`src/hw/rtl/heading_hold_drive_step_core_assert.svh`:
```
// Assertion macros shared by the heading hold drive step RTL.
`ifndef HEADING_HOLD_DRIVE_STEP_CORE_ASSERT_SVH
`define HEADING_HOLD_DRIVE_STEP_CORE_ASSERT_SVH

`ifndef SYNTH
// Same-cycle implication, checked while out of reset.
`define HHDS_ASSERT(lbl, clk, rstn, prop) \
    lbl: assert property (@(posedge clk) disable iff (!rstn) prop) \
        else $error("heading hold drive step assertion failed");
// Next-cycle implication, checked while out of reset.
`define HHDS_ASSERT_NEXT(lbl, clk, rstn, ante, cons) \
    lbl: assert property (@(posedge clk) disable iff (!rstn) (ante) |=> (cons)) \
        else $error("heading hold drive step assertion failed");
`else
`define HHDS_ASSERT(lbl, clk, rstn, prop)
`define HHDS_ASSERT_NEXT(lbl, clk, rstn, ante, cons)
`endif

`endif

```
`src/hw/rtl/hhds_pkg.sv`:
```
// Package of types and constants for the heading hold drive step core.
package hhds_pkg;

    // Configuration register indexes
    localparam logic [2:0] CFG_MOVE_KIND       = 3'd0;
    localparam logic [2:0] CFG_TARGET_DISTANCE = 3'd1;
    localparam logic [2:0] CFG_TARGET_HEADING  = 3'd2;
    localparam logic [2:0] CFG_BASE_SPEED      = 3'd3;
    localparam logic [2:0] CFG_GAIN            = 3'd4;

    // Move kinds
    localparam logic [1:0] KIND_ENC   = 2'd0;
    localparam logic [1:0] KIND_RANGE = 2'd1;
    localparam logic [1:0] KIND_TURN  = 2'd2;
    localparam logic [1:0] KIND_NONE  = 2'd3;

    localparam int         CFG_DATA_W    = 24;
    localparam int         NUM_STAGES    = 10;
    localparam logic [15:0] GAIN_RESET   = 16'd32768;
    localparam logic [14:0] ENC_SCALE_NUM = 15'd18846;
    // 9 * 32768 * 180, the fixed part of the turn command numerator
    localparam logic [25:0] TURN_BIAS    = 26'd53084160;
    localparam logic [8:0]  HALF_TURN    = 9'd180;
    localparam logic [8:0]  FULL_TURN    = 9'd360;

    // Load enables of the two register stages of a constant divider
    typedef struct packed {
        logic mul;
        logic fix;
    } t_hhds_div_en;

endpackage

```
`src/hw/rtl/hhds_cdiv.sv`:
```
// Two-stage unsigned divide by a constant: reciprocal multiply, then one correction.
module hhds_cdiv import hhds_pkg::*; #(
    parameter int W  = 26,
    parameter int QW = 16,
    parameter int D  = 1000,
    parameter int S  = 32
) (
    input  logic          i_clk,
    input  t_hhds_div_en  i_en,
    input  logic [W-1:0]  i_x,
    output logic [QW-1:0] o_q
);

    localparam logic [S:0]   RECIP = (S+1)'((64'd1 << S) / D);
    localparam logic [W-1:0] DIV_W = W'(D);

    logic [W+S:0]    prod;
    logic [W-1:0]    r_x;
    logic [QW-1:0]   r_est;
    logic [W+QW-1:0] est_d;
    logic [W-1:0]    rem;
    logic            fix;
    logic [QW-1:0]   r_q;

    // estimate is the true quotient or one short
    assign prod  = {{(S+1){1'b0}}, i_x} * {{W{1'b0}}, RECIP};
    assign est_d = {{W{1'b0}}, r_est} * {{QW{1'b0}}, DIV_W};
    assign rem   = r_x - est_d[W-1:0];
    assign fix   = (rem >= DIV_W);

    always_ff @(posedge i_clk) begin
        if (i_en.mul) begin
            r_x   <= i_x;
            r_est <= prod[S +: QW];
        end
        if (i_en.fix) begin
            r_q <= r_est + {{(QW-1){1'b0}}, fix};
        end
    end

    assign o_q = r_q;

endmodule

```
`config.mk`:
```
export PLATFORM = sky130hd
export DESIGN_NAME = hhds_cdiv
export DESIGN_NICKNAME = d
export VERILOG_FILES = /design/src/hw/rtl/heading_hold_drive_step_core_assert.svh /design/src/hw/rtl/hhds_pkg.sv /design/src/hw/rtl/hhds_cdiv.sv
export SDC_FILE = /design/constraint.sdc
export NUM_CORES = 1
export LEC_CHECK = 0
export BUFFER_PORTS_ARGS = -buffer_cell sky130_fd_sc_hd__buf_2
export CORE_ASPECT_RATIO = 1.1
export CORE_MARGIN = 5
export CORE_UTILIZATION = 25
export CTS_BUF_LIST = sky130_fd_sc_hd__clkbuf_4
export CTS_CLUSTER_SIZE = 14
export DETAILED_ROUTE_END_ITERATION = 8
export PLACE_DENSITY_LB_ADDON = 0.05
export REMOVE_ABC_BUFFERS = 1
export SLEW_MARGIN = 20
export SYNTH_ARGS = -nofsm -noshare
export SYNTH_HDL_FRONTEND = slang
export SYNTH_SLANG_ARGS = --single-unit
```
`constraint.sdc`:
```
create_clock -name i_clk -period 6.6 [get_ports i_clk]
set_input_delay 1.32 -clock i_clk [delete_from_list [all_inputs] [get_ports i_clk]]
set_output_delay 1.32 -clock i_clk [all_outputs]
set_load 0.02 [all_outputs]
```
==> flow_metrics.py <==
metrics = {
    "timing": {
        "max_freq_ghz": 0.143,
        "maxSlewHeadroom_pct": 29.1,
        "number_of_hold_violations_in_the_final_report": 0,
        "clock_skew_ns": 0.00910,
        "final.setup.worst_slack_ns": -0.376,
        "rsz0062_at_grt": "true",
        "final_max_tran_viols": 0,
        "fin_setup_tns_ns": -4.50,
        "finalCritPeriodShare_pct": 106,
        "layout_min_cycle_time_ns": 6.98,
        "worst_slew_pin_slew_ns": 1.06,
        "final_report_setup_violation_count": 16,
    },
    "logic_synthesis": {
        "post_synth_num_cell_types": 65,
        "postSynth.asyncResetShare_pct": 0,
        "seq_area_frac_synth_pct": 11.2,
        "largest_family_of_logic_cells_by_synthesized_area": "adder cells",
        "netlist_area_sq_um": 14700,
        "synth-edff-count": 55,
        "synthSimpleGateAreaFrac_pct": 5.40,
        "synthCells": 1490,
        "synth.mux.area_fraction_pct": 0,
        "ys_dominant_reg_cell": "edfxtp_1",
        "synth_area_leader_cell": "fa_1",
        "synth.top_cells.by_area": "fa_1 (30%), ha_1 (29%), inv_1 (12%)",
        "yosys.area_share.adder_pct": 59.7,
        "post_synth.cell_area_avg_sq_um": 9.87,
        "synth_top_cell_area_share_pct": 30.3,
        "synth-compound-area-share_pct": 8.28,
        "yosys_warnings": 0,
        "synth_xor_xnor_area_share_pct": 3.27,
        "ys_ff_latch": 55,
    },
    "finish": {
        "stdcell_count": 2588,
        "layout.filler_cells": 6200,
        "final_layout_size_suffix_gt1_share_pct": 24.8,
        "ff_latch_area_sq_um": 1650,
        "nets_final": 2423,
        "flow.area_growth_from_synthesis_pct": 28.2,
        "multiInputGateArea_sq_um": 11900,
    },
    "run_status": {
        "run_status": "finished, violations left",
        "failing_checks": "setup timing",
    },
    "placed_design": {
        "routabilityCongestion": 0.793,
        "input_output_buffers": 44,
        "placedCellCount": 2556,
        "detailed_place_hpwl_microns": 39300,
    },
    "setup_path": {
        "timing.critical_path.required_ns": 6.84,
        "critical_path_class": "reg -> reg",
        "critical-path-max-stage-delay_ns": 0.57,
        "worst-r2r-setup-slack_ns": -0.38,
        "setup.worst_path.start_class": "flop",
        "crit_top_cell": "buf_4",
        "cp-end-kind": "flop",
        "worst-endpoint-arrival_ns": 7.22,
        "critical_path.slowest_cell": "fa_2",
        "crit_fanout": 4,
        "worstPathBufferInverterCount": 9,
        "crit_path_leading_delay_family": "adder cells",
    },
    "route": {
        "vias_per_cell": 4.19,
        "wl_microns": 43200,
        "drt-initial-drc-count": 299,
        "drc": 0,
        "route.antenna.remaining_nets": 0,
        "routed_wire_length_per_instance_microns": 16.7,
        "via_count": 10900,
        "drt-pass1-iter-count": 6,
    },
    "floorplan": {
        "initial_utilization_pct": 25.2,
        "floorplan.io_pins": 45,
        "die_area_sq_um": 63800,
        "floorplan.rows": 93,
        "core_area_sq_um": 58400,
        "die-height_microns": 264,
        "die_x_microns": 241,
    },
    "clocking": {
        "worst_setup_hold_path_clk_slew_ns": 0.18,
        "numCtsBuffers": 5,
        "clock_tree.root_cell": "clkbuf_4",
        "clockBufferDepth": 2,
        "numClockSinks": 55,
        "cts_hold_buffers": 0,
        "cts_tree": "built",
        "clock_insertion_delay_worst_skew_ns": 0.45,
        "htreeDepth": 2,
    },
    "global_routing": {
        "grt.overflow.total": 0,
        "overall_global_routing_usage_pct": 14.0,
        "grt_pass1_vias": 12300,
        "grt_first_pass_wirelength_microns": 69100,
        "grt_start_max_net_pins": 40,
        "antenna_found_initial": 1,
    },
    "flow_run": {
        "maxCapViolCount": 0,
    },
    "worst_hold_path": {
        "hold_path.class": "reg -> reg",
    },
}
## cells by family after synthesis
| family | count (synthesis) |
|---|---|
| adder cells (fa/ha/maj) | 568 |
| buffers and inverters | 475 |
| AO/OA/AOI/OAI | 182 |
| AND/OR/NAND/NOR | 155 |
| flip-flops | 55 |
| XOR/XNOR | 55 |
## through the flow
step	setup WS [ns]	hold WS (ns)	util, %	area, sq um
floorplan	-0.349	0.602	-	14700
global placement	-0.937	0.703	30.6	17900
detailed placement	-1.10	0.716	30.6	17900
CTS	-0.417	0.756	31.5	18400
global route	-0.704	0.796	32.3	18900
finish	-0.376	0.764	32.3	18900
## final cells by class
class,instances,area share (%)
Clock inverter,2,0.0663
Timing Repair Buffer,331,13.3
Inverter,473,9.42
Multi-Input combinational cell,960,63.2
Clock buffer,6,0.239
Sequential cell,55,8.75
Tap cell,760,5.04
Antenna cell,1,0.0133
## worst paths after layout
path,startpoint,to,cells after the start
max,r_est[1],o_q[14],34
min,r_est[5],o_q[5],2
min reg2reg,r_est[5],o_q[5],2
max reg2reg,r_est[1],o_q[14],34
## metal layers
metal | wire [microns] | track usage (%)
met5 | 0 | 0
met4 | 368 | 1.71
met3 | 485 | 0.895
met2 | 23500 | 27.0
met1 | 18800 | 17.7
## flip-flops by register name, summed over array words and instances, names as in the netlist
name	cells
r_est	16
r_x	23
o_q	16
## synth_stat cells, drive strengths merged, types with 5 or more instances
| cell | count |
|---|---|
| a21o | 19 |
| o22ai | 8 |
| inv | 473 |
| edfxtp | 55 |
| a211oi | 11 |
| o211ai | 7 |
| a31oi | 6 |
| a21oi | 50 |
| xor2 | 16 |
| o21a | 10 |
| or3 | 5 |
| nand2 | 33 |
| fa | 223 |
| nand3 | 23 |
| nor3 | 16 |
| o21bai | 7 |
| nor2b | 6 |
| ha | 345 |
| xnor2 | 39 |
| nor2 | 31 |
| o21ai | 28 |
| nand2b | 5 |
| nand4 | 11 |
## worst min-delay path, delay by kind of cell, from the launching register on
| kind | cells | cell delay (ns) |
|---|---|---|
| DFF | 1 | 0.39 |
| buffers and inverters | 1 | 0.15 |
| xor gates and xnor gates | 1 | 0.08 |
## cell usage in the layout (no fill, tap or decap), types with 18 or more instances in the layout
cell type / Yosys / final
nor2_1: 31 / 28
inv_2: 0 / 20
a21oi_1: 50 / 38
buf_2: 0 / 37
buf_4: 0 / 277
a21o_1: 19 / 19
xnor2_1: 39 / 37
ha_1: 345 / 326
fa_1: 223 / 220
edfxtp_1: 55 / 55
nand2_1: 33 / 27
nand3_1: 23 / 18
inv_1: 473 / 452
## repair_timing
item / in CTS / in global routing
resized for setup: 82 / 78
pin swaps: 79 / 53
setup buffers: 14 / 10
endpoints found under the setup margin: 25 / 30
Power is left out: the tool's default activity adds up to more than one toggle a clock period on the data nets, which glitch-free logic cannot reach.
